===== config.mk =====
export PLATFORM = sky130hd
export DESIGN_NAME = refcounted_shared_page_table
export DESIGN_NICKNAME = d
export VERILOG_FILES = /design/src/rspt_pkg.sv /design/src/refcounted_shared_page_table.sv /design/src/rspt_ram.sv /design/src/rspt_ctrl.sv /design/src/rspt_dpath.sv
export SDC_FILE = /design/constraint.sdc
export NUM_CORES = 1
export LEC_CHECK = 0
export BUFFER_PORTS_ARGS = -buffer_cell sky130_fd_sc_hd__buf_2
export CAP_MARGIN = 10
export CELL_PAD_IN_SITES_DETAIL_PLACEMENT = 1
export CELL_PAD_IN_SITES_GLOBAL_PLACEMENT = 2
export CORE_ASPECT_RATIO = 0.75
export CORE_MARGIN = 2
export CORE_UTILIZATION = 44
export DETAILED_ROUTE_END_ITERATION = 6
export MAX_ROUTING_LAYER = met4
export PLACE_DENSITY_LB_ADDON = 0.1
export SLEW_MARGIN = 20
export SYNTH_ARGS = -nofsm -noshare
export SYNTH_HDL_FRONTEND = slang
export SYNTH_HIERARCHICAL = 1
export SYNTH_SLANG_ARGS = --single-unit
export TNS_END_PERCENT = 10

===== constraint.sdc =====
create_clock -name clock -period 6.4 [get_ports clock]
set_input_delay 1.28 -clock clock [delete_from_list [all_inputs] [get_ports clock]]
set_output_delay 1.28 -clock clock [all_outputs]
set_load 0.01 [all_outputs]

===== src/rspt_pkg.sv =====
// ----------------------------------------------------------------------------
// Shared page table package
// Widths, command and status codes, controller types and helpers.
// ----------------------------------------------------------------------------
package rspt_pkg;

   // Defaults for the top level parameters
   localparam int SLOTS_DEFAULT      = 16;
   localparam int FRAME_BITS_DEFAULT = 44;

   // Field widths
   localparam int CMD_W    = 3;
   localparam int SLOT_W   = 8;
   localparam int FRAME_W  = 44;
   localparam int PERM_W   = 8;
   localparam int STATUS_W = 3;
   localparam int REFS_W   = 8;

   // Stream widths
   localparam int REQ_DATA_W = 64;
   localparam int RSP_DATA_W = 72;

   // Free slot search works on groups of valid bits
   localparam int GROUP_SIZE = 16;
   localparam int GROUP_LSB_W = 4;

   // Reference count ceiling
   localparam logic [REFS_W-1:0] REFS_MAX = '1;

   // Commands
   localparam logic [CMD_W-1:0] CMD_GET    = 3'd0;
   localparam logic [CMD_W-1:0] CMD_ATTACH = 3'd1;
   localparam logic [CMD_W-1:0] CMD_DETACH = 3'd2;
   localparam logic [CMD_W-1:0] CMD_QUERY  = 3'd3;
   localparam logic [CMD_W-1:0] CMD_SET    = 3'd4;

   // Response status codes
   localparam logic [STATUS_W-1:0] ST_OK         = 3'd0;
   localparam logic [STATUS_W-1:0] ST_BAD_ID     = 3'd1;
   localparam logic [STATUS_W-1:0] ST_NO_SLOT    = 3'd2;
   localparam logic [STATUS_W-1:0] ST_FRAME_FAIL = 3'd3;
   localparam logic [STATUS_W-1:0] ST_FULL       = 3'd4;

   // Controller states
   typedef enum logic [1:0] {
      S_IDLE,
      S_FIND,
      S_EXEC,
      S_DONE
   } rspt_state_type;

   // Controller to datapath commands
   typedef struct packed {
      logic load_req;
      logic find;
      logic exec;
      logic load_rsp;
   } rspt_ctl_type;

   // Lowest set bit of a group: {found, index}
   function automatic logic [GROUP_LSB_W:0] first_set(input logic [GROUP_SIZE-1:0] v);
      logic [GROUP_LSB_W:0] r;
      r = '0;
      for (int i = GROUP_SIZE - 1; i >= 0; i--) begin
         if (v[i]) begin
            r = {1'b1, GROUP_LSB_W'(i)};
         end
      end
      return r;
   endfunction

endpackage


===== src/refcounted_shared_page_table.sv =====
// ----------------------------------------------------------------------------
// Reference counted shared page table
// Slot allocator with per-slot frame, reference count and permission code.
//
// Usage:
//   Commands arrive on the req_ stream; req_tuser carries the command code,
//   req_tdata the slot id, offered frame, frame usable flag and permission.
//   Every command yields exactly one response on the rsp_ stream with a
//   status code, claimed slot, permission, frame and taken/released flags.
//   On the way from request acceptance to rsp_tvalid the request is
//   latched at the accepting edge, then the search state picks the lowest
//   group with a free slot while the slot RAMs are read, the execute state
//   does the read-modify-write and the done state loads the output register.
//   This sequencer handles one command at a time and returns to idle
//   before the next.
//   A new request is accepted while the previous response still waits in
//   the output register. If the receiver stalls, the finished result waits
//   in the datapath result register and no new request is taken until the
//   output register frees up.
//   Synchronous reset frees every slot and clears the permission-written
//   flags, so permissions read as zero until set; a claim rewrites the
//   count. The block accepts commands in the next cycle.
// ----------------------------------------------------------------------------
module refcounted_shared_page_table import rspt_pkg::*; #(
   parameter int SLOTS      = SLOTS_DEFAULT,
   parameter int FRAME_BITS = FRAME_BITS_DEFAULT
) (
   input  logic                  clock,
   input  logic                  reset,
   // request stream
   input  logic                  req_tvalid,
   output logic                  req_tready,
   input  logic [REQ_DATA_W-1:0] req_tdata,  // slot[8], frame_in[44], frame_ok[1], perm_value[8]
   input  logic [CMD_W-1:0]      req_tuser,  // cmd[3]
   // response stream
   output logic                  rsp_tvalid,
   input  logic                  rsp_tready,
   output logic [RSP_DATA_W-1:0] rsp_tdata   // status[3], slot_out[8], perm_out[8],
                                             // frame_out[44], frame_taken[1],
                                             // frame_released[1]
);

   rspt_ctl_type ctl;

   // sequencer
   rspt_ctrl u_ctrl (
      .clock      (clock),
      .reset      (reset),
      .req_tvalid (req_tvalid),
      .req_tready (req_tready),
      .rsp_tvalid (rsp_tvalid),
      .rsp_tready (rsp_tready),
      .ctl        (ctl)
   );

   // slot table and result path
   rspt_dpath #(.SLOTS(SLOTS), .FRAME_BITS(FRAME_BITS)) u_dpath (
      .clock    (clock),
      .reset    (reset),
      .ctl      (ctl),
      .req_cmd  (req_tuser),
      .req_data (req_tdata),
      .rsp_data (rsp_tdata)
   );

endmodule


===== src/rspt_ram.sv =====
// ----------------------------------------------------------------------------
// Generic RAM
// One write port, one read port with registered read data.
// ----------------------------------------------------------------------------
module rspt_ram #(
   parameter int WIDTH = 8,
   parameter int DEPTH = 16,
   localparam int AW = (DEPTH > 1) ? $clog2(DEPTH) : 1
) (
   input  logic             clock,
   input  logic             wr_en,
   input  logic [AW-1:0]    wr_addr,
   input  logic [WIDTH-1:0] wr_data,
   input  logic [AW-1:0]    rd_addr,
   output logic [WIDTH-1:0] rd_data
);

   logic [WIDTH-1:0] mem_ff [DEPTH];
   logic [WIDTH-1:0] rd_data_ff;

   // write port
   always_ff @(posedge clock) begin
      if (wr_en) begin
         mem_ff[wr_addr] <= wr_data;
      end
   end

   // registered read
   always_ff @(posedge clock) begin
      rd_data_ff <= mem_ff[rd_addr];
   end

   assign rd_data = rd_data_ff;

endmodule


===== src/rspt_ctrl.sv =====
// ----------------------------------------------------------------------------
// Shared page table controller
// Sequences one transaction: accept, search, execute, hand off result.
// ----------------------------------------------------------------------------
module rspt_ctrl import rspt_pkg::*; (
   input  logic         clock,
   input  logic         reset,
   input  logic         req_tvalid,
   output logic         req_tready,
   output logic         rsp_tvalid,
   input  logic         rsp_tready,
   output rspt_ctl_type ctl
);

   rspt_state_type state_ff, state_in;
   logic           rsp_valid_ff, rsp_valid_in;
   logic           out_free;

   // output register can take a new result
   assign out_free = !rsp_valid_ff || rsp_tready;

   // next state
   always_comb begin
      state_in = state_ff;
      unique case (state_ff)
         S_IDLE: begin
            if (req_tvalid) begin
               state_in = S_FIND;
            end
         end
         S_FIND: begin
            state_in = S_EXEC;
         end
         S_EXEC: begin
            state_in = S_DONE;
         end
         S_DONE: begin
            if (out_free) begin
               state_in = S_IDLE;
            end
         end
         default: begin
            state_in = S_IDLE;
         end
      endcase
   end

   // command outputs
   always_comb begin
      ctl        = '0;
      req_tready = 1'b0;
      unique case (state_ff)
         S_IDLE: begin
            req_tready   = 1'b1;
            ctl.load_req = req_tvalid;
         end
         S_FIND: begin
            ctl.find = 1'b1;
         end
         S_EXEC: begin
            ctl.exec = 1'b1;
         end
         S_DONE: begin
            ctl.load_rsp = out_free;
         end
         default: begin
            ctl = '0;
         end
      endcase
   end

   // result valid flag
   always_comb begin
      rsp_valid_in = rsp_valid_ff;
      if (ctl.load_rsp) begin
         rsp_valid_in = 1'b1;
      end else if (rsp_tready) begin
         rsp_valid_in = 1'b0;
      end
   end

   always_ff @(posedge clock) begin
      if (reset) begin
         state_ff     <= S_IDLE;
         rsp_valid_ff <= 1'b0;
      end else begin
         state_ff     <= state_in;
         rsp_valid_ff <= rsp_valid_in;
      end
   end

   assign rsp_tvalid = rsp_valid_ff;

endmodule


===== src/rspt_dpath.sv =====
// ----------------------------------------------------------------------------
// Shared page table datapath
// Slot valid bits, free slot search, slot RAMs and result registers.
// ----------------------------------------------------------------------------
module rspt_dpath import rspt_pkg::*; #(
   parameter int SLOTS      = SLOTS_DEFAULT,
   parameter int FRAME_BITS = FRAME_BITS_DEFAULT
) (
   input  logic                  clock,
   input  logic                  reset,
   input  rspt_ctl_type          ctl,
   input  logic [CMD_W-1:0]      req_cmd,
   input  logic [REQ_DATA_W-1:0] req_data,
   output logic [RSP_DATA_W-1:0] rsp_data
);

   localparam int IDX_W   = (SLOTS > 1) ? $clog2(SLOTS) : 1;
   localparam int STORE_W = (FRAME_BITS < FRAME_W) ? FRAME_BITS : FRAME_W;
   localparam int GROUPS  = (SLOTS + GROUP_SIZE - 1) / GROUP_SIZE;
   localparam int GRP_W   = (GROUPS > 1) ? $clog2(GROUPS) : 1;
   localparam int PAD     = GROUPS * GROUP_SIZE;

   // latched request
   logic [CMD_W-1:0]   cmd_ff, cmd_in;
   logic [SLOT_W-1:0]  slot_ff, slot_in;
   logic [STORE_W-1:0] frame_ff, frame_in;
   logic               fok_ff, fok_in;
   logic [PERM_W-1:0]  pval_ff, pval_in;

   // slot state held in flops
   logic [SLOTS-1:0] valid_ff, valid_in;
   logic [SLOTS-1:0] perm_set_ff, perm_set_in;

   // group search result
   logic [GRP_W-1:0] grp_ff, grp_in;
   logic             any_ff, any_in;

   // result and output registers
   logic [RSP_DATA_W-1:0] res_ff, res_in;
   logic [RSP_DATA_W-1:0] out_ff, out_in;

   logic [PAD-1:0]        valid_pad;
   logic [GROUPS-1:0]     grp_free;
   logic [GROUP_LSB_W:0]  low_hit;
   logic [IDX_W-1:0]      free_idx;
   logic [IDX_W-1:0]      id_idx;
   logic                  id_ok;

   logic [STORE_W-1:0] frame_rd;
   logic [REFS_W-1:0]  refs_rd;
   logic [PERM_W-1:0]  perm_rd;

   logic               frame_we, refs_we, perm_we;
   logic [IDX_W-1:0]   refs_addr;
   logic [REFS_W-1:0]  refs_wd;
   logic               get_ok, det_free;

   logic [STATUS_W-1:0] status;
   logic [SLOT_W-1:0]   slot_o;
   logic [PERM_W-1:0]   perm_o;
   logic [FRAME_W-1:0]  frame_o;
   logic                taken, released;

   // request latch
   always_comb begin
      cmd_in   = cmd_ff;
      slot_in  = slot_ff;
      frame_in = frame_ff;
      fok_in   = fok_ff;
      pval_in  = pval_ff;
      if (ctl.load_req) begin
         cmd_in   = req_cmd;
         slot_in  = req_data[7:0];
         frame_in = req_data[8 +: STORE_W];
         fok_in   = req_data[52];
         pval_in  = req_data[60:53];
      end
   end

   // pad past the table counts as taken
   always_comb begin
      valid_pad = '1;
      valid_pad[SLOTS-1:0] = valid_ff;
   end

   // first level: lowest group with a free slot
   always_comb begin
      for (int g = 0; g < GROUPS; g++) begin
         grp_free[g] = ~&valid_pad[g*GROUP_SIZE +: GROUP_SIZE];
      end
      grp_in = grp_ff;
      any_in = any_ff;
      if (ctl.find) begin
         grp_in = '0;
         any_in = 1'b0;
         for (int g = GROUPS - 1; g >= 0; g--) begin
            if (grp_free[g]) begin
               grp_in = GRP_W'(g);
               any_in = 1'b1;
            end
         end
      end
   end

   // second level: lowest free slot inside the chosen group
   assign low_hit  = first_set(~valid_pad[grp_ff*GROUP_SIZE +: GROUP_SIZE]);
   assign free_idx = IDX_W'({grp_ff, low_hit[GROUP_LSB_W-1:0]});

   // id check
   assign id_idx = slot_ff[IDX_W-1:0];
   assign id_ok  = ({1'b0, slot_ff} < (SLOT_W+1)'(SLOTS)) && valid_pad[id_idx];

   // command execution
   always_comb begin
      status    = ST_OK;
      slot_o    = '0;
      perm_o    = '0;
      frame_o   = '0;
      taken     = 1'b0;
      released  = 1'b0;
      frame_we  = 1'b0;
      refs_we   = 1'b0;
      perm_we   = 1'b0;
      refs_addr = id_idx;
      refs_wd   = '0;
      get_ok    = 1'b0;
      det_free  = 1'b0;
      unique case (cmd_ff)
         CMD_GET: begin
            if (!any_ff) begin
               status = ST_NO_SLOT;
            end else if (!fok_ff) begin
               status = ST_FRAME_FAIL;
            end else begin
               get_ok    = 1'b1;
               frame_we  = 1'b1;
               refs_we   = 1'b1;
               refs_addr = free_idx;
               refs_wd   = '0;
               slot_o    = SLOT_W'(free_idx);
               taken     = 1'b1;
            end
         end
         CMD_ATTACH: begin
            if (!id_ok) begin
               status = ST_BAD_ID;
            end else if (refs_rd == REFS_MAX) begin
               status = ST_FULL;
            end else begin
               refs_we = 1'b1;
               refs_wd = refs_rd + REFS_W'(1);
               frame_o = FRAME_W'(frame_rd);
            end
         end
         CMD_DETACH: begin
            if (!id_ok) begin
               status = ST_BAD_ID;
            end else begin
               // a count of one or zero frees the slot; zero is not wrapped
               refs_we  = (refs_rd != '0);
               refs_wd  = refs_rd - REFS_W'(1);
               det_free = (refs_rd <= REFS_W'(1));
               if (det_free) begin
                  frame_o  = FRAME_W'(frame_rd);
                  released = 1'b1;
               end
            end
         end
         CMD_QUERY: begin
            if (!id_ok) begin
               status = ST_BAD_ID;
            end else if (perm_set_ff[id_idx]) begin
               perm_o = perm_rd;
            end
         end
         CMD_SET: begin
            if (!id_ok) begin
               status = ST_BAD_ID;
            end else begin
               perm_we = 1'b1;
            end
         end
         default: begin
            status = ST_BAD_ID;
         end
      endcase
   end

   // slot flags
   always_comb begin
      valid_in    = valid_ff;
      perm_set_in = perm_set_ff;
      if (ctl.exec && get_ok) begin
         valid_in[free_idx] = 1'b1;
      end
      if (ctl.exec && det_free) begin
         valid_in[id_idx] = 1'b0;
      end
      if (ctl.exec && perm_we) begin
         perm_set_in[id_idx] = 1'b1;
      end
   end

   // result packing, status in the low bits
   always_comb begin
      res_in = res_ff;
      if (ctl.exec) begin
         res_in = RSP_DATA_W'({released, taken, frame_o, perm_o, slot_o, status});
      end
      out_in = out_ff;
      if (ctl.load_rsp) begin
         out_in = res_ff;
      end
   end

   always_ff @(posedge clock) begin
      if (reset) begin
         valid_ff    <= '0;
         perm_set_ff <= '0;
      end else begin
         valid_ff    <= valid_in;
         perm_set_ff <= perm_set_in;
      end
   end

   always_ff @(posedge clock) begin
      cmd_ff   <= cmd_in;
      slot_ff  <= slot_in;
      frame_ff <= frame_in;
      fok_ff   <= fok_in;
      pval_ff  <= pval_in;
      grp_ff   <= grp_in;
      any_ff   <= any_in;
      res_ff   <= res_in;
      out_ff   <= out_in;
   end

   // slot stores
   rspt_ram #(.WIDTH(STORE_W), .DEPTH(SLOTS)) u_frame_ram (
      .clock   (clock),
      .wr_en   (ctl.exec && frame_we),
      .wr_addr (free_idx),
      .wr_data (frame_ff),
      .rd_addr (id_idx),
      .rd_data (frame_rd)
   );

   rspt_ram #(.WIDTH(REFS_W), .DEPTH(SLOTS)) u_refs_ram (
      .clock   (clock),
      .wr_en   (ctl.exec && refs_we),
      .wr_addr (refs_addr),
      .wr_data (refs_wd),
      .rd_addr (id_idx),
      .rd_data (refs_rd)
   );

   rspt_ram #(.WIDTH(PERM_W), .DEPTH(SLOTS)) u_perm_ram (
      .clock   (clock),
      .wr_en   (ctl.exec && perm_we),
      .wr_addr (id_idx),
      .wr_data (pval_ff),
      .rd_addr (id_idx),
      .rd_data (perm_rd)
   );

   assign rsp_data = out_ff;

endmodule


# Word-level counts from Yosys, hierarchy flattened
# Memories as Yosys holds them, arrays and structs flattened. A register that Yosys moved wholly into a read port is not among the register bits.
# Cells that the tools add are included.
word_totals:
  latchBits: 0
  in_bits: 71
  ram_bits: 960
  elab_cells: 135
  output_inout_bits: 74
  memories: 3
  romBits: 0
  register_bits: 230
memory_table:
  columns: ["name", "depth", "width", "rd", "rd_ports_with_merged_regs", "write_ports", "line", "source"]
  rows:
  - ["u_dpath.u_frame_ram.mem_ff", 16, 44, 1, 1, 1, "rspt_ram.sv:18", "logic [WIDTH-1:0] mem_ff [DEPTH];"]
  - ["u_dpath.u_perm_ram.mem_ff", 16, 8, 1, 1, 1, "rspt_ram.sv:18", null]
  - ["u_dpath.u_refs_ram.mem_ff", 16, 8, 1, 1, 1, "rspt_ram.sv:18", null]
op_classes:
  n_addsub: 2
  div: 0
  bitwise_logic: 5
  n_mux: 73
  shifts: 0
  eq_ne: 10
  reduce_logical: 20
  magnitude_cmp: 6
  multipliers: 0
op_table:
  columns: ["operator", "count"]
  rows:
  - ["$mux 44", 4]
  - ["$pmux 44 s2", 1]
  - ["$mux 4", 19]
  - ["$mux 16", 2]
  - ["$not 16->16", 2]
  - ["$or 16x16->16", 2]
  - ["$mux 1", 30]
  - ["$mux 8", 3]
  - ["$and 16x16->16", 1]
  - ["$pmux 8 s2", 1]
  - ["$reduce_and 16->1", 1]
  - ["$lt 4x5->1 const B", 2]
  - ["$mux 3", 3]
  - ["$pmux 3 s3", 1]
  - ["$add 8x1->8 const B", 1]
  - ["$bmux 1 s4", 2]
  - ["$demux 1 s4", 2]
  - ["$eq 8x8->1 const B", 1]
  - ["$ge 4x1->1 const B", 2]
  - ["$le 8x1->1 const B", 1]
  - ["$lt 8x5->1 const B", 1]
  - ["$pmux 2 s4", 1]
  - ["$reduce_bool 8->1", 1]
  - ["$sub 8x1->8 const B", 1]
  - ["other kinds (18)", 31]

# Logic depth before layout (Yosys ltp)
# Gate-level depths: netlist of run 1.
depth:
  word_depth: 25
  ltp_mapped: 10
  mapped_depth_nobuf: 8

# Hierarchy
# Netlist of run 1, hierarchy kept.
modules_own_cells:
  columns: ["module", "seq_area_each_um2", "area_each_um2", "instances", "cells_per_inst"]
  rows:
  - ["rspt_ram at u_dpath.u_frame_ram", 22021.1, 27268.7, 1, 1142]
  - ["rspt_ram at u_dpath.u_perm_ram ...", 4003.8, 5147.4, 2, 229]
  - ["rspt_dpath", 6256.0, 8456.9, 1, 557]
  - ["rspt_ctrl", 60.1, 227.7, 1, 23]

# Worst setup path after synthesis of run 1
# OpenSTA, ideal clock, no wires.
synth_path:
  kind: "register to register"
  startpoint: "register u_ctrl.state_ff[0]"
  endpoint: "memory u_dpath/u_frame_ram/mem_ff[0][0] (netlist bit), enable pin"
  synth_period_minus_slack_ns: 6.591
  t_required_ns: 5.900
  setup_time_ns: 0.500
  setup_slack_ns: -0.191
  arrival_ns: 6.091
  path_buffers: 0
  stages_incl_launch_ff: 7
  cell_sequence: "dfxtp_1 > inv_1 > ha_1 > inv_1 > nor3_2 > or3b_2 > nor3_1"
synth_rtl:
  columns: ["element", "line", "source"]
  rows:
  - ["start, declared", "rspt_ctrl.sv:15", "rspt_state_type state_ff, state_in;"]
  - ["start signal, assigned", "rspt_ctrl.sv:87", "state_ff <= state_in;"]
  - ["end, declared", "rspt_ram.sv:18", null]

# Worst setup path in the final report of run 1
layout_path:
  startpoint: "register u_dpath.slot_ff[1]"
  endpoint: "memory u_dpath.u_perm_ram.mem_ff[24][3] (netlist: u_dpath/u_perm_ram/mem_ff[3][3]), enable pin"
layout_between:
  elab_chain_len: 8
  elab_cells_between_ends: 9
  cone_classes: "order compare (1); mux (6); reduce/logical (2)"
layout_lines:
  columns: ["element", "line", "source"]
  rows:
  - ["start, declared", "rspt_dpath.sv:25", "logic [SLOT_W-1:0] slot_ff, slot_in;"]
  - ["start signal, assigned", "rspt_dpath.sv:228", "slot_ff <= slot_in;"]
  - ["$bmux 1 s4", "rspt_dpath.sv:111", "assign id_ok = ({1'b0, slot_ff} < (SLOT_W+1)'(SLOTS)) && valid_pad[id_idx];"]
  - ["$mux 1 (implied by the code)", "rspt_dpath.sv:111", null]
  - ["$logic_and 1x1->1", "rspt_dpath.sv:111", null]
  - ["$mux 1", "rspt_dpath.sv:177", "if (!id_ok) begin"]
  - ["$mux 1", "rspt_dpath.sv:128", "unique case (cmd_ff)"]
  - ["$logic_and 1x1->1", "rspt_dpath.sv:259", ".wr_en (ctl.exec && perm_we),"]
  - ["$mux 1", "rspt_ram.sv:23", "if (wr_en) begin"]
  - ["$mux 1 (implied by the code)", "rspt_ram.sv:24", "mem_ff[wr_addr] <= wr_data;"]
  - ["end, declared", "rspt_ram.sv:18", null]
# Parallel ways exist; a longest one is shown, timed or not. The select of a mux whose other input is x is not followed.

==> results of run 1 <==
==> layout by cell type (no fill, tap or decap), drive strengths merged, types with 27 or more instances in the layout <==
cell / count
a21oi: 27
a22oi: 122
and2: 60
buf: 187
clkbuf: 161
clkinv: 43
dfxtp: 95
edfxtp: 1147
inv: 34
mux4: 246
nand2: 79
nor2: 67
==> cell families after synthesis <==
| logic type | after synthesis | synth area share |
|---|---|---|
| buf+inv | 144 | 0.0180 |
| compound gates | 222 | 0.0349 |
| flops | 1242 | 0.786 |
| mux | 253 | 0.124 |
| other cells | 1 | 0.0000811 |
| fa+ha+maj | 8 | 0.00216 |
| simple gates | 310 | 0.0354 |
==> layout make-up <==
class | count | share of cell area
timing repair buffer | 187 | 0.0224
sequential | 1242 | 0.693
clock inverter | 60 | 0.0104
multi-input combinational | 804 | 0.177
inverter | 30 | 0.00215
clock buffer | 161 | 0.0615
tap | 1404 | 0.0335
antenna | 4 | 0.000191
==> worst min path at each step <==
stage               cells after the start  slack, ns              endpoint               start
global route                            0       0.41  u_dpath/rsp_data[21]  u_dpath/res_ff[21]
floorplan                               0       0.40   u_dpath/rsp_data[0]   u_dpath/res_ff[0]
CTS                                     0       0.42  u_dpath/rsp_data[21]  u_dpath/res_ff[21]
global placement                        0       0.41  u_dpath/rsp_data[52]  u_dpath/res_ff[52]
finish                                  0       0.41  u_dpath/rsp_data[21]  u_dpath/res_ff[21]
detailed placement                      0       0.41  u_dpath/rsp_data[60]  u_dpath/res_ff[60]
==> worst register-to-register path, delay by kind of cell, from the launching register on <==
kind / cells / cell delay, ns
DFF: 1 / 0.34
and+or+nand+nor: 3 / 1.89
muxes: 1 / 0.19
buffers and inverters: 1 / 0.52
AOI/OAI and AO/OA: 2 / 0.74
==> metal layers <==
layer / routed length (µm) / part of all wire / global-route usage / vias up
li1: - / - / - / 9404
met1: 48200 / 0.46 / 0.292 / 11800
met2: 49900 / 0.47 / 0.310 / 501
met3: 4860 / 0.046 / 0.0303 / 140
met4: 2230 / 0.021 / 0.0512 / 0
met5: 0 / 0 / - / -
==> where the power goes <==
| group | switching [µW] | internal [µW] |
|---|---|---|
| clock network | 2970 | 3880 |
| registers | 449 | 9710 |
| logic | 1350 | 890 |
==> state kept, by name, summed over array words and instances (netlist names), 8 cells and up <==
name                         cells
u_dpath/pval_ff                  8
u_dpath/u_perm_ram/rd_data       8
u_dpath/u_refs_ram/mem_ff      128
u_dpath/rsp_data                61
u_dpath/valid_ff                16
u_dpath/slot_ff                  8
u_dpath/u_perm_ram/mem_ff      128
u_dpath/u_refs_ram/rd_data       8
u_dpath/u_frame_ram/mem_ff     704
u_dpath/perm_set_ff             16
u_dpath/res_ff                  61
u_dpath/frame_ff                44
u_dpath/u_frame_ram/rd_data     44
==> per-stage QoR <==
| stage | cell area [µm²] | setup WS [ns] | hold slack (ns) | util | instances |
|---|---|---|---|---|---|
| finish | 52500 | 2.34 | 0.410 | 0.506 | 3892 |
| global route | 52400 | 2.00 | 0.408 | 0.505 | 3888 |
| CTS | 52400 | 2.31 | 0.418 | 0.505 | 3887 |
| detailed placement | 48600 | 2.30 | 0.405 | 0.469 | 3666 |
| global placement | 48600 | 2.33 | 0.405 | 0.468 | 3664 |
| floorplan | 46300 | 0.121 | 0.400 | - | 2190 |
==> impl_results.rst, run 1 <==
.. list-table::
   :header-rows: 1

   * - Metric
     - Value
   * - Result of the run
     - completed
   * - Iteration-0 DRC Markers
     - roughly 1900
   * - Clock root cell
     - sky130_fd_sc_hd__clkbuf_16
   * - Most used standard cells in the synthesized netlist
     - 1147 x sky130_fd_sc_hd__edfxtp_1, 218 x sky130_fd_sc_hd__mux4_2, 122 x sky130_fd_sc_hd__a22oi_1, 95 x sky130_fd_sc_hd__dfxtp_1, 79 x sky130_fd_sc_hd__nand2_1
   * - Syn. warnings
     - 6
   * - Largest voltage drop on the vdd net
     - 0.265 mV
   * - Top area cells in the synthesized netlist
     - sky130_fd_sc_hd__edfxtp_1 74%, sky130_fd_sc_hd__mux4_2 11%, sky130_fd_sc_hd__dfxtp_1 4.1%, sky130_fd_sc_hd__a22oi_1 2.0%, sky130_fd_sc_hd__mux4_1 1.6%
   * - CP Data Arrival Time
     - 4.38 ns
   * - Cell family with the largest share of critical-path delay
     - simple AND/OR/NAND/NOR gates
   * - Skew final
     - roughly 0.015 ns
   * - Synthesized flop and latch total
     - approximately 1200
   * - Cell with the most instances after synthesis
     - sky130_fd_sc_hd__edfxtp_1
   * - Combined area of the multi-input logic cells
     - 9290 µm²
   * - Highest attainable clock frequency
     - between 200 and 250 MHz
   * - Number of DRC violations after detailed routing
     - 0
   * - Die Area
     - 108000 µm²
   * - Wire length of the first global-routing pass
     - around 160000 µm
   * - Clk sink count
     - around 1200
   * - Relative area change from synthesis to final layout
     - 13.4%
   * - Share of final-layout standard cells stronger than drive strength 1
     - 0.250
   * - Tightest Pin Transition
     - between 1 and 1.5 ns
   * - Ratio of total power to cell area
     - approximately 370 nW/µm²
   * - Overall routing resource usage
     - 0.204
   * - Final Routed Wirelength
     - 105000 µm
   * - Via count of the first global-routing pass
     - roughly 23000
   * - Count of distinct cell types in the synthesized netlist
     - 65
   * - Number of buffers added on ports
     - 130
   * - Post-synth EDFFs
     - 1147
   * - List of cells traversed by the critical path
     - buf_4 -> mux2i_1 -> a22oi_1 -> a31oi_4 -> nor3_1 -> or3b_2 -> nor2_1
   * - Worst slew margin relative to its limit
     - 0.321
   * - Setup slack of the most critical reg-to-reg path
     - approximately 2.3 ns
   * - Total count of max-transition violations in the final report
     - 0
   * - Crit path largest cell delay
     - 0.69 ns
   * - End point of the critical path
     - u_dpath/u_perm_ram/mem_ff[3][3]
   * - Count of H-tree levels built during CTS
     - 3
   * - Last weighted congestion value of the routability-driven placer
     - 0.792
   * - Count of mapped cells out of synthesis
     - 2180
   * - Final critical-path required period
     - 4.06 ns
   * - Share of flip-flops with an asynchronous set or reset after synthesis
     - 0
   * - Standard cell with the maximum stage delay on the critical path
     - sky130_fd_sc_hd__nor2_1
   * - Number of routed nets with antenna violations
     - 0
   * - Origin of the critical flop-to-flop path
     - u_dpath/slot_ff[1]
   * - Core region area
     - 104000 µm²
   * - Synth area leader
     - sky130_fd_sc_hd__edfxtp_1
   * - Crit share post-route
     - 0.634
   * - Clock latency at the later pin of the worst-skew pair
     - 0.70 ns
   * - Maximum number of pins on one net before global-route repair
     - 128
   * - Starting Density
     - 0.446
   * - Die height
     - between 200 and 300 µm
   * - Hold Fails Final Rpt
     - 0
   * - Critical path buffer and inverter count
     - 1
   * - Area share of the largest cell type after synthesis
     - 0.745
   * - Worst hold-check path type
     - reg2reg
   * - Die Width
     - 378 µm
   * - Number of core rows
     - 102
   * - Setup TNS
     - 0 ns
   * - Resized cells post-CTS
     - 0
   * - Clock buffer count from CTS
     - 119
   * - Sequential share of the synthesized area
     - 0.786
   * - Total standard cell area after synthesis
     - 46200 µm²
   * - RSZ-0062 raised after global routing
     - no
   * - Initial antenna violation count
     - 2
   * - Post-CTS setup-driven buffer insertion count
     - 0
   * - Drt pass-1 iters
     - 5
   * - R2R Path End
     - u_dpath/u_perm_ram/mem_ff[3][3]
   * - CP Max Fanout
     - 42
   * - Setup-violating endpoint count in the final report
     - 0
   * - Placed wire-length estimate after detailed placement
     - 57000 µm
   * - CTS clk-pin slew, worst paths
     - 0.06 ns
   * - Storage element area
     - around 36000 µm²
   * - CTS Hold Buffers Added
     - 0
   * - Number of cells on the worst reg-to-reg path
     - 7
   * - Total overflow reported by the global router
     - 0
   * - Data required, critical path
     - 6.72 ns
   * - Avg Inst Size Synth
     - around 21 µm²
   * - Stages on worst setup path
     - 7
   * - Largest buffer count on any clock path
     - 3
   * - Kind of end point of the critical path
     - flip-flop
   * - Static leakage
     - around 0.017 µW
   * - TritonCTS clock tree
     - done
   * - Net total in the final layout
     - 2463
   * - I/O Pins
     - ~150
   * - Fill cell count
     - 9221
   * - Element type at the critical path start
     - flip-flop
   * - Total design power
     - 19200 µW
   * - CP startpoint
     - u_dpath/slot_ff[1]
   * - Max capacitance violation total
     - 0
   * - Post-detailed-route wirelength per cell
     - 27.0 µm
   * - Mean number of vias per cell
     - 5.61
   * - Via count
     - roughly 22000
   * - Crit Path Category
     - reg2reg
   * - Synth Flop Type
     - sky130_fd_sc_hd__edfxtp_1
Note: power is estimated with default switching activity, not from simulation.
==> run 2: changes to the inputs <==
- ABC_AREA: unset -> 1
- CORE_UTILIZATION: 44 -> 38
- clock period: 6.4 -> 3.3 ns (I/O delays scaled with it)
==> impl_results.rst, run 2 <==
.. list-table::
   :header-rows: 1

   * - Metric
     - Value
   * - Number of DRC violations after detailed routing
     - 0 (unchanged)
   * - Most common cell after layout, fill and taps aside
     - sky130_fd_sc_hd__nand2_1
   * - Max capacitance violation total
     - 0 (unchanged)
   * - Origin of the critical flop-to-flop path
     - u_dpath/slot_ff[0]
   * - Wire length of the first global-routing pass
     - 213000 µm (+37%)
   * - Setup-violating endpoint count in the final report
     - 0 (unchanged)
   * - Clock buffer count from CTS
     - 134 (+13%)
   * - Element type at the critical path start
     - flip-flop
   * - Number of buffers added on ports
     - 130 (unchanged)
   * - Hold Fails Final Rpt
     - 0 (unchanged)
   * - Combinational cell fraction of total power
     - 0.152 (+0.036)
   * - Tightest Pin Transition
     - 1.05 ns (+0.0313 ns)
   * - Last weighted congestion value of the routability-driven placer
     - 0.774 (-2.2%)
   * - Synth area leader
     - sky130_fd_sc_hd__edfxtp_1
   * - Total overflow reported by the global router
     - 0 (unchanged)
   * - Share of final-layout standard cells stronger than drive strength 1
     - 0.108 (-0.142)
   * - Placed wire-length estimate after detailed placement
     - 79000 µm (+39%)
   * - Relative area change from synthesis to final layout
     - 15.0%
   * - Post-synth EDFFs
     - 1147 (unchanged)
   * - Clock latency at the later pin of the worst-skew pair
     - 0.76 ns (+0.06 ns)
   * - Static leakage
     - 0.0244 µW (+47%)
   * - Overall routing resource usage
     - 0.212 (+0.00814)
   * - Count of mapped cells out of synthesis
     - 4722 (+120%)
   * - Number of routed nets with antenna violations
     - 0 (unchanged)
   * - Via count
     - 32900 (+51%)
   * - Syn. warnings
     - 6 (unchanged)
   * - Clk pwr share
     - 0.355 (about the same)
   * - Mean number of vias per cell
     - 4.82 (-14%)
   * - Total standard cell area after synthesis
     - 51300 µm² (+11%)
   * - Highest attainable clock frequency
     - 341 MHz (+39%)
   * - Count of H-tree levels built during CTS
     - 4 (+1)
   * - Hold Crit Start
     - req_tdata[14]
   * - Sequential share of the synthesized area
     - 0.709 (-0.0769)
   * - Iteration-0 DRC Markers
     - 1943 (+2.7%)
   * - Data required, critical path
     - 3.69 ns (-3.03 ns)
   * - Net switching fraction of the power
     - 0.289 (+0.0418)
   * - Setup TNS
     - 0 ns (unchanged)
   * - CTS clk-pin slew, worst paths
     - 0.06 ns (about the same)
   * - Post-detailed-route wirelength per cell
     - 20.7 µm (-23%)
   * - Final critical-path required period
     - 2.93 ns (-1.13 ns)
   * - I/O Pins
     - 145 (unchanged)
   * - Skew final
     - 0.0209 ns (+0.00560 ns)
   * - CP startpoint
     - u_dpath/slot_ff[0]
   * - Internal power
     - 28600 µW (+98%)
   * - Most used standard cells in the synthesized netlist
     - 1373 x sky130_fd_sc_hd__nand2_1, 1147 x sky130_fd_sc_hd__edfxtp_1, 840 x sky130_fd_sc_hd__inv_1, 746 x sky130_fd_sc_hd__nand3_1, 148 x sky130_fd_sc_hd__nor2_1
   * - Die Area
     - 138000 µm² (+28%)
   * - CP Max Fanout
     - 8 (-81%)
   * - Clk sink count
     - 1242 (unchanged)
   * - Worst hold-check path type
     - in2reg
   * - Sequential group share of total power
     - 0.493 (-0.035)
   * - Register containing the most flip-flops in the final layout
     - u_dpath/u_frame_ram/mem_ff
   * - Net total in the final layout
     - 5013 (+100%)
   * - Core region area
     - 134000 µm² (+29%)
   * - Via count of the first global-routing pass
     - 33100 (+42%)
   * - Final Routed Wirelength
     - 141000 µm (+34%)
   * - Synthesized flop and latch total
     - 1242 (unchanged)
   * - Drt pass-1 iters
     - 7 (+2)
   * - Avg Inst Size Synth
     - 10.9 µm² (-49%)
   * - Result of the run
     - completed
   * - Total count of max-transition violations in the final report
     - 0 (unchanged)
   * - CP Data Arrival Time
     - 3.32 ns (-1.06 ns)
   * - Registers with the highest flip-flop counts
     - u_dpath/u_frame_ram/mem_ff (704), u_dpath/u_perm_ram/mem_ff (128), u_dpath/u_refs_ram/mem_ff (128)
   * - Ratio of total power to cell area
     - 683 nW/µm² (+86%)
   * - Cell with the most instances after synthesis
     - sky130_fd_sc_hd__nand2_1
   * - Total design power
     - 40300 µW (+110%)
   * - Post-route core utilization
     - 0.441 (-0.0646)
   * - RSZ-0062 raised after global routing
     - no
   * - Largest voltage drop on the vdd net
     - 0.443 mV (+68%)
   * - Count of distinct cell types in the synthesized netlist
     - 44 (-32%)
   * - TritonCTS clock tree
     - done
   * - Most frequent cells in the layout
     - 1373 x sky130_fd_sc_hd__nand2_1, 1147 x sky130_fd_sc_hd__edfxtp_1, 839 x sky130_fd_sc_hd__inv_1
   * - Clock root cell
     - sky130_fd_sc_hd__clkbuf_16
   * - Die height
     - 322 µm (+13%)
   * - Kind of end point of the critical path
     - flip-flop
   * - Top area cells in the synthesized netlist
     - sky130_fd_sc_hd__edfxtp_1 67%, sky130_fd_sc_hd__nand2_1 10%, sky130_fd_sc_hd__nand3_1 7.3%, sky130_fd_sc_hd__inv_1 6.2%, sky130_fd_sc_hd__dfxtp_1 3.7%
   * - Starting Density
     - 0.384 (-0.0622)
   * - Fill cell count
     - 14400 (+56%)
   * - Die Width
     - 428 µm (+13%)
   * - Initial antenna violation count
     - 2 (unchanged)
   * - Worst slew margin relative to its limit
     - 0.300 (-0.0209)
   * - Share of flip-flops with an asynchronous set or reset after synthesis
     - 0 (unchanged)
   * - Synth Flop Type
     - sky130_fd_sc_hd__edfxtp_1
   * - Area share of the largest cell type after synthesis
     - 0.672 (-0.0729)
   * - Power spent charging and discharging nets
     - 11600 µW (+140%)
   * - Crit Path Category
     - reg2reg
   * - Largest register FFs
     - 704 (unchanged)
   * - Maximum number of pins on one net before global-route repair
     - 173 (+35%)
   * - Number of core rows
     - 116 (+14%)
   * - Crit share post-route
     - 0.887 (+0.253)
   * - Largest buffer count on any clock path
     - 3 (unchanged)
run 2: worst max-delay path: stages (launching register included):
cell	delay [ns]
sky130_fd_sc_hd__edfxtp_1	0.66
sky130_fd_sc_hd__inv_2	0.16
sky130_fd_sc_hd__nor2_4	0.24
sky130_fd_sc_hd__a22oi_1	0.10
sky130_fd_sc_hd__nand2_1	0.11
sky130_fd_sc_hd__nand2_1	0.06
sky130_fd_sc_hd__nand2_2	0.09
sky130_fd_sc_hd__o21ai_4	0.10
sky130_fd_sc_hd__inv_2	0.06
sky130_fd_sc_hd__nand3_1	0.06
sky130_fd_sc_hd__a21oi_1	0.14
sky130_fd_sc_hd__buf_4	0.18
sky130_fd_sc_hd__nand3_1	0.12
sky130_fd_sc_hd__nor2_2	0.46
run 2: path summary, 6_finish.rpt:
| check | to | slack, ns | cells past startpoint |
|---|---|---|---|
| setup / recovery | u_dpath/u_refs_ram/mem_ff[4][5] | 0.37 | 13 |
| hold / removal | u_dpath/frame_ff[6] | 0.07 | 1 |
| setup reg to reg | u_dpath/u_refs_ram/mem_ff[4][5] | 0.37 | 13 |
| hold reg to reg | u_dpath/rsp_data[61] | 0.41 | 0 |
run 2: routing by layer:
layer	track usage	up-vias	wire length (µm)
li1	-	15700	-
met1	0.302	16500	70300
met2	0.320	493	63200
met3	0.0294	173	4770
met4	0.0540	0	2650
met5	-	-	0
run 2: area by class of cell:
class	instances	area [µm²]	area share
inverter	855	3230	0.0547
clock buffer	196	3810	0.0647
antenna	1	2.50	0.0000425
clock inverter	49	312	0.00529
multi-input combinational	2419	10700	0.182
tap	1770	2210	0.0376
timing repair buffer	282	2310	0.0392
sequential	1242	36300	0.617
run 2: cells by family after synthesis:
family | synth area share
adder cells (fa/ha/maj) | 0.00195
AO/OA/AOI/OAI | 0.0106
XOR/XNOR | 0.00171
buffers and inverters | 0.0863
other | 0.0000731
AND/OR/NAND/NOR | 0.190
flip-flops | 0.709
run 2: power groups by stage:
stage          sequential, µW  clock [µW]  combinational [µW]
3_3_place_gp            20200           0                6180
4_1_cts                 19900       14800                6260
3_5_place_dp            20200           0                6230
6_report                19900       14300                6110
2_1_floorplan           19700           0                4000
5_1_grt                 20000       15400                6850
run 2: through the flow:
stage | hold WS (ns) | cell area (µm²) | cells | setup WS, ns
2_1_floorplan | 0.400 | 51400 | 4732 | -0.0211
3_3_place_gp | 0.401 | 54800 | 6563 | 0.203
3_5_place_dp | 0.406 | 54800 | 6563 | 0.183
4_1_cts | 0.00195 | 58900 | 6813 | 0.147
5_1_grt | 0.0234 | 58900 | 6813 | 0.0725
6_report | 0.0738 | 58900 | 6814 | 0.371
run 2: timing repair:
action / 4_1_cts / 5_1_grt
gates resized for setup: 0 / 5
setup endpoints to repair: 0 / 33
hold buffers: 5 / 0
setup buffers: 0 / 0
hold endpoints to repair: 5 / 0
==> run 3: changes to the inputs <==
- CORE_MARGIN: 2 -> unset
- clock period: 3.3 -> 2.4 ns (I/O delays scaled with it)
==> impl_results.rst, run 3 (same netlist as run 2, synthesis figures left out) <==
.. list-table::
   :header-rows: 1

   * - Metric
     - Value
   * - Static leakage
     - 0.0260 µW (+6.8%)
   * - Placed wire-length estimate after detailed placement
     - 87600 µm (+11%)
   * - Mean number of vias per cell
     - 4.84 (+0.36%)
   * - Die Area
     - 136000 µm² (-1.1%)
   * - Wire length of the first global-routing pass
     - 227000 µm (+6.6%)
   * - Most common cell after layout, fill and taps aside
     - sky130_fd_sc_hd__nand2_1
   * - Max capacitance violation total
     - 0 (unchanged)
   * - Kind of end point of the critical path
     - flip-flop
   * - Worst hold-check path type
     - in2reg
   * - Register containing the most flip-flops in the final layout
     - u_dpath/u_frame_ram/mem_ff
   * - Overall routing resource usage
     - 0.231 (+0.0191)
   * - Net switching fraction of the power
     - 0.288 (-0.000883)
   * - Iteration-0 DRC Markers
     - 2258 (+16%)
   * - I/O Pins
     - 145 (unchanged)
   * - CTS clk-pin slew, worst paths
     - 0.06 ns (about the same)
   * - Clk sink count
     - 1242 (unchanged)
   * - Via count
     - 34200 (+4.1%)
   * - Combinational cell fraction of total power
     - 0.167 (+0.015)
   * - Registers with the highest flip-flop counts
     - u_dpath/u_frame_ram/mem_ff (704), u_dpath/u_perm_ram/mem_ff (128), u_dpath/u_refs_ram/mem_ff (128)
   * - Count of H-tree levels built during CTS
     - 4 (unchanged)
   * - Setup-violating endpoint count in the final report
     - 967 (+967)
   * - Via count of the first global-routing pass
     - 35000 (+5.9%)
   * - CP Data Arrival Time
     - 3.06 ns (-0.26 ns)
   * - Number of DRC violations after detailed routing
     - 0 (unchanged)
   * - CP Max Fanout
     - 5 (-3)
   * - Number of buffers added on ports
     - 130 (unchanged)
   * - Clock root cell
     - sky130_fd_sc_hd__clkbuf_16
   * - Clock buffer count from CTS
     - 133 (-0.75%)
   * - Worst slew margin relative to its limit
     - 0.392 (+0.0919)
   * - Storage element area
     - 36400 µm² (about the same)
   * - Data required, critical path
     - 2.88 ns (-0.81 ns)
   * - Skew final
     - 0.0260 ns (+0.00510 ns)
   * - Element type at the critical path start
     - flip-flop
   * - Ratio of total power to cell area
     - 912 nW/µm² (+34%)
   * - Met2 routing resource usage after global routing
     - 0.348 (+0.0276)
   * - RSZ-0062 raised after global routing
     - yes
   * - Total overflow reported by the global router
     - 0 (unchanged)
   * - Maximum number of pins on one net before global-route repair
     - 112 (-35%)
   * - Starting Density
     - 0.384 (unchanged)
   * - Met3 capacity usage during global routing
     - 0.0342 (+0.00482)
   * - Fill cell count
     - 14300 (-0.53%)
   * - Last weighted congestion value of the routability-driven placer
     - 0.792 (+2.3%)
   * - Tightest Pin Transition
     - 0.911 ns (-0.138 ns)
   * - Largest buffer count on any clock path
     - 3 (unchanged)
   * - Clk pwr share
     - 0.354 (about the same)
   * - Final critical-path required period
     - 2.58 ns (-0.348 ns)
   * - Sequential group share of total power
     - 0.479 (-0.014)
   * - Failing checks
     - negative setup slack
   * - Layer carrying the most global-route usage
     - met2
   * - Net total in the final layout
     - 5278 (+5.3%)
   * - Highest attainable clock frequency
     - 387 MHz (+13%)
   * - Final design instance area without fill
     - 62500 µm² (+6.0%)
   * - Result of the run
     - finished with violations
   * - Internal power
     - 40600 µW (+42%)
   * - Crit Path Category
     - reg2reg
   * - Combined area of the multi-input logic cells
     - 10900 µm² (+2.0%)
   * - Total count of max-transition violations in the final report
     - 0 (unchanged)
   * - Die height
     - 320 µm (-0.62%)
   * - Met1 usage in global routing
     - 0.330 (+0.0276)
   * - Share of final-layout standard cells stronger than drive strength 1
     - 0.149 (+0.0410)
   * - Drt pass-1 iters
     - 7 (unchanged)
   * - Die Width
     - 426 µm (-0.47%)
   * - Largest voltage drop on the vdd net
     - 0.685 mV (+54%)
   * - Most frequent cells in the layout
     - 1359 x sky130_fd_sc_hd__nand2_1, 1147 x sky130_fd_sc_hd__edfxtp_1, 833 x sky130_fd_sc_hd__inv_1
   * - Final setup margin
     - -0.181 ns (-0.552 ns)
   * - Power spent charging and discharging nets
     - 16400 µW (+41%)
   * - Number of core rows
     - 116 (unchanged)
   * - Post-route core utilization
     - 0.468 (+0.0266)
   * - Crit share post-route
     - 1.08 (+0.188)
   * - Relative area change from synthesis to final layout
     - 21.9%
   * - Clock latency at the later pin of the worst-skew pair
     - 0.78 ns (+0.02 ns)
   * - Final Routed Wirelength
     - 153000 µm (+8.4%)
   * - Largest register FFs
     - 704 (unchanged)
   * - Hold Fails Final Rpt
     - 0 (unchanged)
   * - Number of routed nets with antenna violations
     - 0 (unchanged)
   * - Core region area
     - 134000 µm² (unchanged)
   * - Post-detailed-route wirelength per cell
     - 21.6 µm (+4.5%)
   * - Initial antenna violation count
     - 0 (-2)
   * - Post-detailed-placement cell area
     - 56100 µm² (+2.5%)
   * - TritonCTS clock tree
     - done
   * - Total design power
     - 57000 µW (+42%)
run 3: cell types whose count changed in the layout (fill, tap and decap cells not counted), moves of 9 or more:
cell | before | now
sky130_fd_sc_hd__buf_12 | 40 | 81
sky130_fd_sc_hd__clkbuf_16 | 138 | 147
sky130_fd_sc_hd__buf_16 | 0 | 18
sky130_fd_sc_hd__dlygate4sd3_1 | 5 | 65
sky130_fd_sc_hd__nand2_1 | 1373 | 1359
sky130_fd_sc_hd__nand2_2 | 14 | 24
sky130_fd_sc_hd__buf_6 | 1 | 24
sky130_fd_sc_hd__nor2_1 | 128 | 117
sky130_fd_sc_hd__buf_4 | 106 | 221
run 3: through the flow:
stage	setup slack [ns]	cells	setup TNS (ns)	hold slack (ns)
after floorplan	-0.586	4732	-466.71	0.400
after global placement	-0.503	6700	-326.55	0.401
after detailed placement	-0.442	6700	-299.87	0.405
after CTS	-0.144	7059	-28.71	0.000272
after global routing	-0.350	7069	-261.55	0.120
final	-0.181	7071	-68.61	0.128
run 3: repair_timing:
item                                   4_1_cts  5_1_grt
setup endpoints to repair                 1168     1187
endpoints found under the hold margin       64        1
pin swaps                                   26       17
resized for setup                          120        9
cloned                                      16        7
buffers inserted                            44        6
hold buffers                                64        1
run 3: worst paths after layout:
path                                           start                          endpoint  slack (ns)  depth (start not counted)
worst max register to register  u_dpath/valid_ff[15]  u_dpath/u_frame_ram/mem_ff[3][4]       -0.18                         25
worst min register to register    u_dpath/res_ff[39]              u_dpath/rsp_data[39]        0.41                          0
worst max-delay path            u_dpath/valid_ff[15]  u_dpath/u_frame_ram/mem_ff[3][4]       -0.18                         25
worst min-delay path                      req_tvalid                u_ctrl/state_ff[0]        0.13                          5
run 3: metal layers:
metal,up-vias,wire length [µm]
li1,16300,-
met1,17200,75500
met2,517,68800
met3,201,5440
met4,0,3020
met5,-,0
run 3: critical path, cell delays in order (launching register included):
cell and delay, ns:
sky130_fd_sc_hd__dfxtp_2 0.33, sky130_fd_sc_hd__inv_2 0.06, sky130_fd_sc_hd__nand2_2 0.06, sky130_fd_sc_hd__nand2_1 0.05
sky130_fd_sc_hd__nand2_1 0.04, sky130_fd_sc_hd__nand2_1 0.05, sky130_fd_sc_hd__nand2_1 0.04, sky130_fd_sc_hd__nand2_1 0.06
sky130_fd_sc_hd__nand2_1 0.06, sky130_fd_sc_hd__nand2_1 0.07, sky130_fd_sc_hd__nand2_1 0.05, sky130_fd_sc_hd__nand2_1 0.06
sky130_fd_sc_hd__nand2_1 0.05, sky130_fd_sc_hd__nand2_1 0.08, sky130_fd_sc_hd__nand2_2 0.07, sky130_fd_sc_hd__nand2_2 0.08
sky130_fd_sc_hd__nand2_4 0.07, sky130_fd_sc_hd__buf_6 0.12, sky130_fd_sc_hd__inv_4 0.06, sky130_fd_sc_hd__buf_6 0.11
sky130_fd_sc_hd__buf_12 0.10, sky130_fd_sc_hd__nand2_8 0.07, sky130_fd_sc_hd__nor2_4 0.12, sky130_fd_sc_hd__buf_4 0.13
sky130_fd_sc_hd__buf_6 0.15, sky130_fd_sc_hd__buf_12 0.15
run 3: cell type report:
class | instances | share of cell area
Sequential cell | 1242 | 0.582
Multi-Input combinational cell | 2419 | 0.175
Timing Repair Buffer | 548 | 0.0888
Clock buffer | 192 | 0.0609
Inverter | 855 | 0.0519
Tap cell | 1770 | 0.0354
Clock inverter | 43 | 0.00613
Antenna cell | 2 | 0.0000801
run 3: power groups by stage:
| stage | registers (µW) | clock network (µW) | logic [µW] |
|---|---|---|---|
| after floorplan | 27200 | 0 | 5520 |
| after global placement | 27800 | 0 | 9380 |
| after detailed placement | 27800 | 0 | 9440 |
| after CTS | 27400 | 20700 | 9680 |
| after global routing | 27500 | 21500 | 10500 |
| final | 27300 | 20200 | 9530 |
